`src/imu_prp_pkg.sv`:
```
`default_nettype none
// ----------------------------------------------------------------------------
// imu_prp_pkg
// Shared types, record id table and lookup for the IMU packet record parser.
// ----------------------------------------------------------------------------
package imu_prp_pkg;

    localparam int unsigned NumKnown = 7;

    // default accepted message id after reset
    localparam logic [7:0] DefaultMsgId = 8'h36;

    // dense item codes
    localparam logic [2:0] ItemTimestamp  = 3'd0;
    localparam logic [2:0] ItemQuaternion = 3'd1;
    localparam logic [2:0] ItemDeltaV     = 3'd2;
    localparam logic [2:0] ItemAccel      = 3'd3;
    localparam logic [2:0] ItemGyro       = 3'd4;
    localparam logic [2:0] ItemDeltaQ     = 3'd5;
    localparam logic [2:0] ItemMagnetic   = 3'd6;

    // record ids, indexed by item code
    localparam logic [15:0] KnownIds [NumKnown] = '{
        16'h1060, 16'h2010, 16'h4010, 16'h4020, 16'h8020, 16'h8030, 16'hC020
    };

    // words per record, indexed by item code
    localparam logic [2:0] KnownWords [NumKnown] = '{
        3'd1, 3'd4, 3'd3, 3'd3, 3'd3, 3'd4, 3'd3
    };

    typedef struct packed {
        logic       hit;
        logic [2:0] item;
        logic [2:0] words;
    } lookup_t;

    typedef struct packed {
        logic [2:0]  item_code;
        logic [1:0]  element_index;
        logic [31:0] word_value;
    } result_t;

    // map a record id to its item code and word count
    function automatic lookup_t lookup_record(input logic [15:0] id);
        lookup_t res;
        res = '0;
        for (int unsigned k = 0; k < NumKnown; k++)
        begin
            if (!res.hit && KnownIds[k] == id)
            begin
                res.hit   = 1'b1;
                res.item  = 3'(k);
                res.words = KnownWords[k];
            end
        end
        return res;
    endfunction

endpackage
`default_nettype wire

```
`src/imu_prp_core.sv`:
```
`default_nettype none
// ----------------------------------------------------------------------------
// imu_prp_core
// Record parse state; consumes one byte per step and flags a finished word.
// ----------------------------------------------------------------------------
module imu_prp_core
    import imu_prp_pkg::*;
(
    input  wire logic       clk,
    input  wire logic       rst_n,
    input  wire logic       step,
    input  wire logic [7:0] data_byte,
    input  wire logic [7:0] msg_id,
    input  wire logic       last_byte,
    input  wire logic [7:0] accepted_id,
    output logic            emit,
    output result_t         result
);

    typedef enum logic [2:0] {
        PH_ID_HI = 3'd0,
        PH_ID_LO = 3'd1,
        PH_LEN   = 3'd2,
        PH_DATA  = 3'd3,
        PH_SKIP  = 3'd4
    } phase_t;

    phase_t      phase_reg, phase_next;
    logic [15:0] record_id_reg, record_id_next;
    logic [7:0]  skip_count_reg, skip_count_next;
    logic [2:0]  current_item_reg, current_item_next;
    logic [1:0]  element_count_reg, element_count_next;
    logic [2:0]  elements_left_reg, elements_left_next;
    logic [1:0]  byte_in_word_reg, byte_in_word_next;
    logic [23:0] word_shift_reg, word_shift_next;
    lookup_t     lookup;
    logic [2:0]  left_dec;
    logic [7:0]  skip_dec;

    assign lookup   = lookup_record(record_id_reg);
    assign left_dec = elements_left_reg - 3'd1;
    assign skip_dec = skip_count_reg - 8'd1;

    // finished word goes out with the current record fields
    assign result.item_code     = current_item_reg;
    assign result.element_index = element_count_reg;
    assign result.word_value    = {word_shift_reg, data_byte};

    // next state for one byte
    always_comb
    begin
        phase_next         = phase_reg;
        record_id_next     = record_id_reg;
        skip_count_next    = skip_count_reg;
        current_item_next  = current_item_reg;
        element_count_next = element_count_reg;
        elements_left_next = elements_left_reg;
        byte_in_word_next  = byte_in_word_reg;
        word_shift_next    = word_shift_reg;
        emit               = 1'b0;

        if (step && msg_id == accepted_id)
        begin
            case (phase_reg)
                PH_ID_LO:
                begin
                    record_id_next = {record_id_reg[15:8], data_byte};
                    phase_next     = PH_LEN;
                end
                PH_LEN:
                begin
                    if (lookup.hit)
                    begin
                        current_item_next  = lookup.item;
                        elements_left_next = lookup.words;
                        element_count_next = 2'd0;
                        byte_in_word_next  = 2'd0;
                        word_shift_next    = '0;
                        phase_next         = PH_DATA;
                    end
                    else
                    begin
                        skip_count_next = data_byte;
                        phase_next      = (data_byte == 8'd0) ? PH_ID_HI : PH_SKIP;
                    end
                end
                PH_DATA:
                begin
                    if (byte_in_word_reg != 2'd3)
                    begin
                        word_shift_next   = {word_shift_reg[15:0], data_byte};
                        byte_in_word_next = byte_in_word_reg + 2'd1;
                    end
                    else
                    begin
                        emit               = 1'b1;
                        element_count_next = element_count_reg + 2'd1;
                        elements_left_next = left_dec;
                        byte_in_word_next  = 2'd0;
                        word_shift_next    = '0;
                        if (left_dec == 3'd0)
                        begin
                            phase_next = PH_ID_HI;
                        end
                    end
                end
                PH_SKIP:
                begin
                    skip_count_next = skip_dec;
                    if (skip_dec == 8'd0)
                    begin
                        phase_next = PH_ID_HI;
                    end
                end
                default:
                begin
                    record_id_next = {data_byte, 8'd0};
                    phase_next     = PH_ID_LO;
                end
            endcase

            // end of message drops any partial record
            if (last_byte)
            begin
                phase_next         = PH_ID_HI;
                record_id_next     = '0;
                skip_count_next    = '0;
                current_item_next  = '0;
                element_count_next = '0;
                elements_left_next = '0;
                byte_in_word_next  = '0;
                word_shift_next    = '0;
            end
        end
    end

    // parse state registers
    always_ff @(posedge clk or negedge rst_n)
    begin
        if (!rst_n)
        begin
            phase_reg         <= PH_ID_HI;
            record_id_reg     <= '0;
            skip_count_reg    <= '0;
            current_item_reg  <= '0;
            element_count_reg <= '0;
            elements_left_reg <= '0;
            byte_in_word_reg  <= '0;
            word_shift_reg    <= '0;
        end
        else
        begin
            phase_reg         <= phase_next;
            record_id_reg     <= record_id_next;
            skip_count_reg    <= skip_count_next;
            current_item_reg  <= current_item_next;
            element_count_reg <= element_count_next;
            elements_left_reg <= elements_left_next;
            byte_in_word_reg  <= byte_in_word_next;
            word_shift_reg    <= word_shift_next;
        end
    end

endmodule
`default_nettype wire

```
`src/imu_packet_record_parser.sv`:
```
`default_nettype none
// ----------------------------------------------------------------------------
// imu_packet_record_parser
// Parses record streams from sensor message payloads into tagged 32-bit words.
// ----------------------------------------------------------------------------
//  channel | dir | content
//  s_*     | in  | tdata: data_byte; tuser: msg_id; tlast: last_byte
//  m_*     | out | tdata: element_index, word_value; tuser: item_code
//  cfg_*   | in  | cfg_data: accepted message id, ready always high
//
//  One byte per cycle while the result is not stalled; after the transfer
//  of its fourth byte a word passes the input and then the result register.
//  The parse state updates as a byte leaves the input register, so the
//  per-byte state loop sets the rate. Reset clears the parse state and valid
//  flags and loads the accepted id 0x36. A stalled result holds both
//  stages; s_tready drops only when the input and result registers are full.
// ----------------------------------------------------------------------------
module imu_packet_record_parser
    import imu_prp_pkg::*;
(
    input  wire logic        clk,
    input  wire logic        rst_n,
    // input stream
    input  wire logic        s_tvalid,
    output logic             s_tready,
    input  wire logic [7:0]  s_tdata,   // [7:0] data_byte
    input  wire logic [7:0]  s_tuser,   // [7:0] msg_id
    input  wire logic        s_tlast,   // last_byte
    // result stream
    output logic             m_tvalid,
    input  wire logic        m_tready,
    output logic [39:0]      m_tdata,   // [1:0] element_index, [33:2] word_value
    output logic [2:0]       m_tuser,   // [2:0] item_code
    // configuration
    input  wire logic        cfg_valid,
    output logic             cfg_ready,
    input  wire logic [7:0]  cfg_data
);

    logic [7:0] cfg_id_reg;
    logic       in_valid_reg;
    logic [7:0] in_byte_reg;
    logic [7:0] in_msg_id_reg;
    logic       in_last_reg;
    logic       out_valid_reg;
    result_t    out_result_reg;
    logic       advance;
    logic       emit;
    result_t    result;

    assign cfg_ready = 1'b1;

    // input register drains whenever the result slot is free
    assign advance  = !out_valid_reg || m_tready;
    assign s_tready = !in_valid_reg || advance;

    // configuration register
    always_ff @(posedge clk or negedge rst_n)
    begin
        if (!rst_n)
        begin
            cfg_id_reg <= DefaultMsgId;
        end
        else if (cfg_valid && cfg_ready)
        begin
            cfg_id_reg <= cfg_data;
        end
    end

    // input register
    always_ff @(posedge clk or negedge rst_n)
    begin
        if (!rst_n)
        begin
            in_valid_reg <= 1'b0;
        end
        else if (s_tready)
        begin
            in_valid_reg <= s_tvalid;
        end
    end

    always_ff @(posedge clk)
    begin
        if (s_tready && s_tvalid)
        begin
            in_byte_reg   <= s_tdata;
            in_msg_id_reg <= s_tuser;
            in_last_reg   <= s_tlast;
        end
    end

    // parse state and word assembly
    imu_prp_core u_core (
        .clk         (clk),
        .rst_n       (rst_n),
        .step        (in_valid_reg && advance),
        .data_byte   (in_byte_reg),
        .msg_id      (in_msg_id_reg),
        .last_byte   (in_last_reg),
        .accepted_id (cfg_id_reg),
        .emit        (emit),
        .result      (result)
    );

    // result register
    always_ff @(posedge clk or negedge rst_n)
    begin
        if (!rst_n)
        begin
            out_valid_reg <= 1'b0;
        end
        else if (advance)
        begin
            out_valid_reg <= in_valid_reg && emit;
        end
    end

    always_ff @(posedge clk)
    begin
        if (advance && in_valid_reg && emit)
        begin
            out_result_reg <= result;
        end
    end

    assign m_tvalid = out_valid_reg;
    assign m_tuser  = out_result_reg.item_code;
    assign m_tdata  = {6'd0, out_result_reg.word_value, out_result_reg.element_index};

    // a held byte stays put while the result slot is blocked
    assert property (@(posedge clk) disable iff (!rst_n)
        in_valid_reg && !advance |=> in_valid_reg && $stable(in_byte_reg)
            && $stable(in_msg_id_reg) && $stable(in_last_reg))
        else $error("input register changed while stalled");

    // back-pressure only with both stages full
    assert property (@(posedge clk) disable iff (!rst_n)
        !s_tready |-> in_valid_reg && out_valid_reg && !m_tready)
        else $error("input stalled with a free stage");

    // only defined item codes leave the block
    assert property (@(posedge clk) disable iff (!rst_n)
        m_tvalid |-> m_tuser <= ItemMagnetic)
        else $error("undefined item code on result");

    // a word is produced only from a byte of the accepted message
    assert property (@(posedge clk) disable iff (!rst_n)
        in_valid_reg && advance && emit |-> in_msg_id_reg == cfg_id_reg)
        else $error("word emitted for a foreign message");

endmodule
`default_nettype wire

```
`config.mk`:
```
export PLATFORM = sky130hd
export DESIGN_NAME = imu_packet_record_parser
export DESIGN_NICKNAME = d
export VERILOG_FILES = /design/src/imu_prp_pkg.sv /design/src/imu_prp_core.sv /design/src/imu_packet_record_parser.sv
export SDC_FILE = /design/constraint.sdc
export NUM_CORES = 1
export LEC_CHECK = 0
export ABC_AREA = 1
export BUFFER_PORTS_ARGS = -buffer_cell sky130_fd_sc_hd__buf_2
export CORE_MARGIN = 4
export CORE_UTILIZATION = 50
export DETAILED_ROUTE_END_ITERATION = 10
export GPL_ROUTABILITY_DRIVEN = 0
export PLACE_DENSITY = 0.75
export SYNTH_ARGS = -nofsm -noshare
export SYNTH_HDL_FRONTEND = slang
export SYNTH_SLANG_ARGS = --single-unit
```
`constraint.sdc`:
```
create_clock -name clk -period 5.2 [get_ports clk]
set_input_delay 0.52 -clock clk [delete_from_list [all_inputs] [get_ports clk]]
set_output_delay 0.52 -clock clk [all_outputs]
set_load 0.005 [all_outputs]
```
==> flow_metrics.tcl, run 1 <==
set metrics [dict create \
    cts_setup_buffers 0 \
    pwr-share-clk_pct 46.2 \
    synth-warning-count 0 \
    die_h_um 117 \
    fill_cells 944 \
    maxSlewHeadroom_pct 39.2 \
    combPwrFrac_pct 12.1 \
    synth_ff_type "dfrtp_1" \
    final_max_slew_viol_count 0 \
    routedWlPerCell_um 15.1 \
    cts_root_buffer "clkbuf_16" \
    synth_edf_count 54 \
    final_hold_viol_count 0 \
    r2r_cells 9 \
    grt_setup_unrepaired "false" \
    synthArstFlopShare_pct 56.8 \
    postLayoutCoreUtil_pct 60.3 \
    power.internal_mw 1.99 \
    final.period_utilization_pct 49.5 \
    cts.clk_slew.worst_paths_ps 60 \
    htree_levels 4 \
    endpoint_kind "register" \
    met2WireLength_mm 6.48 \
    synth_cells 657 \
    initial_core_util_pct 51.5 \
    synth_top_area_share_pct 28.1 \
    fin_ws_ps 2630 \
    grt_pass1_vias 4620 \
    drc 0 \
    setup_viol 0 \
    final_nets 761 \
    diodes 0 \
    period_needed_ps 2570 \
    seq_area_mm2 0.00340 \
    status "complete, no violations" \
    path_class "register to register" \
    postCtsResizedCells 0 \
    p_leak_nw 3.48 \
    hold_slack_ps 276 \
    worstMarginPinSlew_ps 912 \
    hpwl_mm 9.35 \
    synth_area_leaders "dfrtp_1 28%, edfxtp_1 27%, nand2_1 11%, inv_1 5.5%, nand4_1 4.8%" \
    ys_seq_area_share_pct 57.1 \
    pin_count 76 \
    met1_length_mm 5.62 \
    clock_skew_ps 6.10 \
    dr.first_iter.drc_count 400 \
    synth_commonest_cells "170 x nand2_1, 88 x inv_1, 76 x nor2_1" \
    power.density_mw_per_mm2 383 \
    grt_pass1_wl_mm 22.2 \
    fp.dieArea_mm2 0.0137 \
    antenna_left 0 \
    dp_cells 850 \
    required_ps 5500 \
    cts_tree "yes" \
    min_delay_path_depth 1 \
    die_w_um 117 \
    place.port_buffers 68 \
    wirelength_mm 13.3 \
    fin_setup_tns_ps 0 \
    grt_remaining_overflow 0 \
    final_cells 882 \
    antenna_found_initial 0 \
    ys_ff_latch 125 \
    syn_avg_cell_area_um2 9.07 \
    vias 4728 \
    core_area_mm2 0.0116 \
    cts_num_sinks 125 \
    post-place-ws_ps 2640 \
    largest_register_ffs 34 \
    power_frac_seq_pct 41.7 \
    p_switching_uw 685 \
    track_usage_pct 21.1 \
    grt_max_degree 72 \
    clockBufferDepth 2 \
    synthToLayoutAreaGrowth_pct 17.0 \
    first_pass_iters 5 \
    ys_types 39 \
    insertion_delay_ps 420 \
    crit_arrival_ps 2880 \
    wl_met3_um 932 \
    drive_gt1_share_pct 18.3 \
    cts-buffers-inserted 17 \
    vias_per_cell 5.36 \
    yosysMostFrequentCell "nand2_1" \
    dr.max_layer_used "met4" \
    hp-class "input pin to register" \
    cp-start-kind "register" \
    crit_path_max_fanout 38 \
    fmax_mhz 389 \
    holdBufCountCts 0 \
    yosys.area.top_type "dfrtp_1" \
    syn_area_mm2 0.00596 \
    switching_share_pct 25.6 \
    peakVddDrop_mv 0.307 \
    cap_violations 0 \
    row_count 39 \
    multi_input_area_mm2 0.00207 \
]
==> worst paths after layout <==
path / from / end / slack [ps]
min reg2reg: u_core.current_item_reg[1] / m_tuser[1] / 450
max: cfg_id_reg[5] / u_core.word_shift_reg[1] / 2630
min in group asynchronous: rst_n / u_core.word_shift_reg[23] / 310
max reg2reg: cfg_id_reg[5] / u_core.word_shift_reg[1] / 2630
max in group asynchronous: rst_n / u_core.current_item_reg[2] / 4280
min: s_tuser[4] / in_msg_id_reg[4] / 280
==> worst max-delay path, cell delays in order (launching register included) <==
cell and delay [ps]:
dfstp_2 520, inv_1 50, nand2_1 70, nand4_1 130
nor3_1 150, nand2_1 160, nor2_4 700, nand3_4 430
nand2_1 170, nand2_1 70
==> per-layer routing <==
metal	global-route usage [%]	vias up
li1	-	2270
met4	8.26	0
met3	5.09	29
met1	28.0	2231
met5	0	-
met2	33.7	198
==> stage by stage <==
stage / power (mW) / instance area (um2)
6_report: 2.67 / 6980
3_5_place_dp: 1.45 / 6360
2_1_floorplan: 1.36 / 5980
4_1_cts: 2.68 / 6980
3_3_place_gp: 1.43 / 6360
5_1_grt: 2.79 / 6980
==> area by class of cell <==
| cell class | count | area share [%] |
|---|---|---|
| tap | 143 | 2.57 |
| sequential | 125 | 48.8 |
| timing repair buffer | 71 | 5.20 |
| multi-input combinational | 420 | 29.7 |
| clock buffer | 18 | 6.15 |
| clock inverter | 14 | 2.73 |
| inverter | 91 | 4.90 |
==> power by group through the flow <==
stage               combinational (mW)  clock (mW)  sequential [mW]
floorplan                        0.246           0             1.12
global placement                 0.305           0             1.13
detailed placement               0.320           0             1.13
CTS                              0.322        1.25             1.11
global route                     0.375        1.30             1.12
finish                           0.325        1.23             1.11
==> kinds of logic after synthesis <==
family	after synthesis	synth area share [%]
AO/OA/AOI/OAI	37	3.53
XOR/XNOR	10	1.47
adder cells (fa/ha/maj)	5	1.05
buffers and inverters	117	8.57
flip-flops	125	57.1
multiplexers	3	0.567
other	2	0.126
AND/OR/NAND/NOR	358	27.6
==> placed cells by master, fill, tap and decap left out, drive strengths merged <==
cell type / synthesis / layout
xor2: 6 / 6
conb: 2 / 7
nor3b: 1 / 1
clkbuf: 8 / 18
buf: 18 / 71
dfrtp: 67 / 67
nand3: 40 / 40
nand4: 47 / 47
clkinvlp: 0 / 1
a22oi: 2 / 2
dfstp: 4 / 4
clkinv: 0 / 6
inv: 91 / 94
nand2: 174 / 174
nor4: 1 / 1
edfxtp: 54 / 54
bufinv: 0 / 4
nand3b: 3 / 3
nor3: 7 / 7
xnor2: 4 / 4
or2: 4 / 4
o22ai: 6 / 6
o21ai: 22 / 22
ha: 5 / 5
mux2: 3 / 3
a21oi: 5 / 5
nor2: 81 / 81
o31ai: 2 / 2
Note: power is estimated with default switching activity, not from simulation.
==> run 2, diff against run 1 <==
PLACE_DENSITY = 0.78   (was 0.75)
clock period = 2.28 ns   (was 5.2 ns; I/O delays follow)
==> flow_metrics.tcl, run 2 (synthesis gave the netlist of run 1 again) <==
set metrics [dict create \
    status "complete, no violations" \
    worstHoldStart "cfg_data[2]" \
    dr.first_iter.drc_count 362 \
    switching_share_pct 26.9 \
    r2r_cells 9 \
    wirelength_mm 13.4 \
    synthToLayoutAreaGrowth_pct 20.6 \
    die_w_um 117 \
    final_cell_mix "167 x nand2_1, 86 x inv_1, 76 x nor2_1" \
    clock_skew_ps 9.17 \
    fp.dieArea_mm2 0.0137 \
    power.internal_mw 4.17 \
    power_frac_seq_pct 44.6 \
    first_pass_iters 6 \
    path_cells "inv_2, nand2_1, nand4_1, nor3_1, nand2_1, nor2_4, nand3_4, nand2_1, nand2_1" \
    track_usage_pct 21.6 \
    pwr-share-clk_pct 41.9 \
    clockBufferDepth 2 \
    final_nets 788 \
    die_h_um 117 \
    setup_viol 0 \
    row_count 39 \
    insertion_delay_ps 420 \
    antenna_found_initial 0 \
    critical-path-slowest-cell "dfstp_2" \
    initial_core_util_pct 51.5 \
    core_area_mm2 0.0116 \
    peakVddDrop_mv 0.530 \
    grt_pass1_vias 4888 \
    routedWlPerCell_um 14.8 \
    p_leak_nw 3.57 \
    met1_usage_pct 27.0 \
    cts_num_sinks 125 \
    antenna_left 0 \
    path_class "register to register" \
    final.period_utilization_pct 90.1 \
    grt_busiest_layer "met2" \
    reg2reg_setup_slack_ps 230 \
    drc 0 \
    placed_area_mm2 0.00644 \
    htree_levels 4 \
    crit_path_max_fanout 26 \
    slowest_delay_ps 520 \
    dp_cells 856 \
    grt_use_met3_pct 4.68 \
    grt_setup_unrepaired "false" \
    period_needed_ps 2050 \
    worst_path_most_repeated_cell "nand2_1" \
    required_ps 2580 \
    design_area_mm2 0.00719 \
    fmax_mhz 487 \
    worstMarginPinSlew_ps 650 \
    reg2reg_to "u_core.word_shift_reg[2]" \
    drive_gt1_share_pct 19.3 \
    power.density_mw_per_mm2 793 \
    place.port_buffers 68 \
    cp-start-kind "register" \
    final_cells 909 \
    final_hold_viol_count 0 \
    cap_violations 0 \
    largest_register_ffs 34 \
    grt_pass1_wl_mm 22.9 \
    rr_startpoint "cfg_id_reg[4]" \
    grt_use_met2_pct 35.3 \
    pin_count 76 \
    diodes 0 \
    hpwl_mm 9.24 \
    p_switching_mw 1.53 \
    grt_max_degree 72 \
    cts.clk_slew.worst_paths_ps 60 \
    cts_tree "yes" \
    cts-buffers-inserted 17 \
    crit_arrival_ps 2350 \
    vias 4888 \
    combPwrFrac_pct 13.4 \
    hp-class "input pin to register" \
    final_max_slew_viol_count 0 \
    maxSlewHeadroom_pct 56.5 \
    final_common_cell "nand2_1" \
    vias_per_cell 5.38 \
    grt_remaining_overflow 0 \
    endpoint_kind "register" \
    min_delay_path_depth 3 \
    cts_root_buffer "clkbuf_16" \
    hold_path_end "cfg_id_reg[2]" \
]
[run 2: timing repair]
action | 4_1_cts | 5_1_grt
endpoints found under the setup margin | 0 | 28
endpoints found under the hold margin | 84 | 0
gates resized for setup | 0 | 0
setup buffers | 0 | 3
hold buffers | 18 | 0
[run 2: through the flow]
step	setup TNS [ps]	hold WS (ps)	worst slack (ps)	util, %	total power, mW
after global placement	0	290	263	55.7	3.27
after detailed placement	0	291	137	55.7	3.31
final	0	20.8	226	62.1	5.70
after global routing	0	47.5	24.7	62.1	5.95
after CTS	0	6.22	88.1	61.8	5.71
after floorplan	-854	-67.6	-23.1	-	3.12
[run 2: per-layer routing]
metal	part of all wire [%]	vias up
li1	-	2322
met4	3.1	0
met5	0	-
met2	49	182
met1	42	2342
met3	5.7	42
[run 2: worst max-delay path, delay by kind of cell, from the launching register on]
family	cells	cell delay (ps)
buffers and inverters	1	40
flip-flops	1	520
AND/OR/NAND/NOR	8	1370
[run 2: power groups by stage]
| stage | Clock (mW) | Combinational (mW) | Sequential, mW |
|---|---|---|---|
| after detailed placement | 0 | 0.735 | 2.58 |
| after global routing | 2.53 | 0.869 | 2.55 |
| after floorplan | 0 | 0.563 | 2.55 |
| after CTS | 2.41 | 0.761 | 2.54 |
| after global placement | 0 | 0.701 | 2.57 |
| final | 2.39 | 0.766 | 2.54 |
[run 2: area by class of cell]
| cell class | instances | area (um2) |
|---|---|---|
| Tap cell | 143 | 179 |
| Fill cell | 896 | 4380 |
| Inverter | 91 | 342 |
| Clock buffer | 21 | 460 |
| Clock inverter | 11 | 71.3 |
| Sequential cell | 125 | 3400 |
| Timing Repair Buffer | 98 | 648 |
| Multi-Input combinational cell | 420 | 2080 |
[run 2: worst max-delay path by stage]
stage | from | endpoint | cells after the start
2_1_floorplan | cfg_id_reg[2] | m_tdata[0] | 8
3_3_place_gp | cfg_id_reg[4] | u_core.word_shift_reg[19] | 9
3_5_place_dp | cfg_id_reg[4] | u_core.word_shift_reg[2] | 9
4_1_cts | cfg_id_reg[4] | u_core.word_shift_reg[5] | 9
5_1_grt | cfg_id_reg[4] | u_core.word_shift_reg[5] | 9
6_report | cfg_id_reg[4] | u_core.word_shift_reg[2] | 9
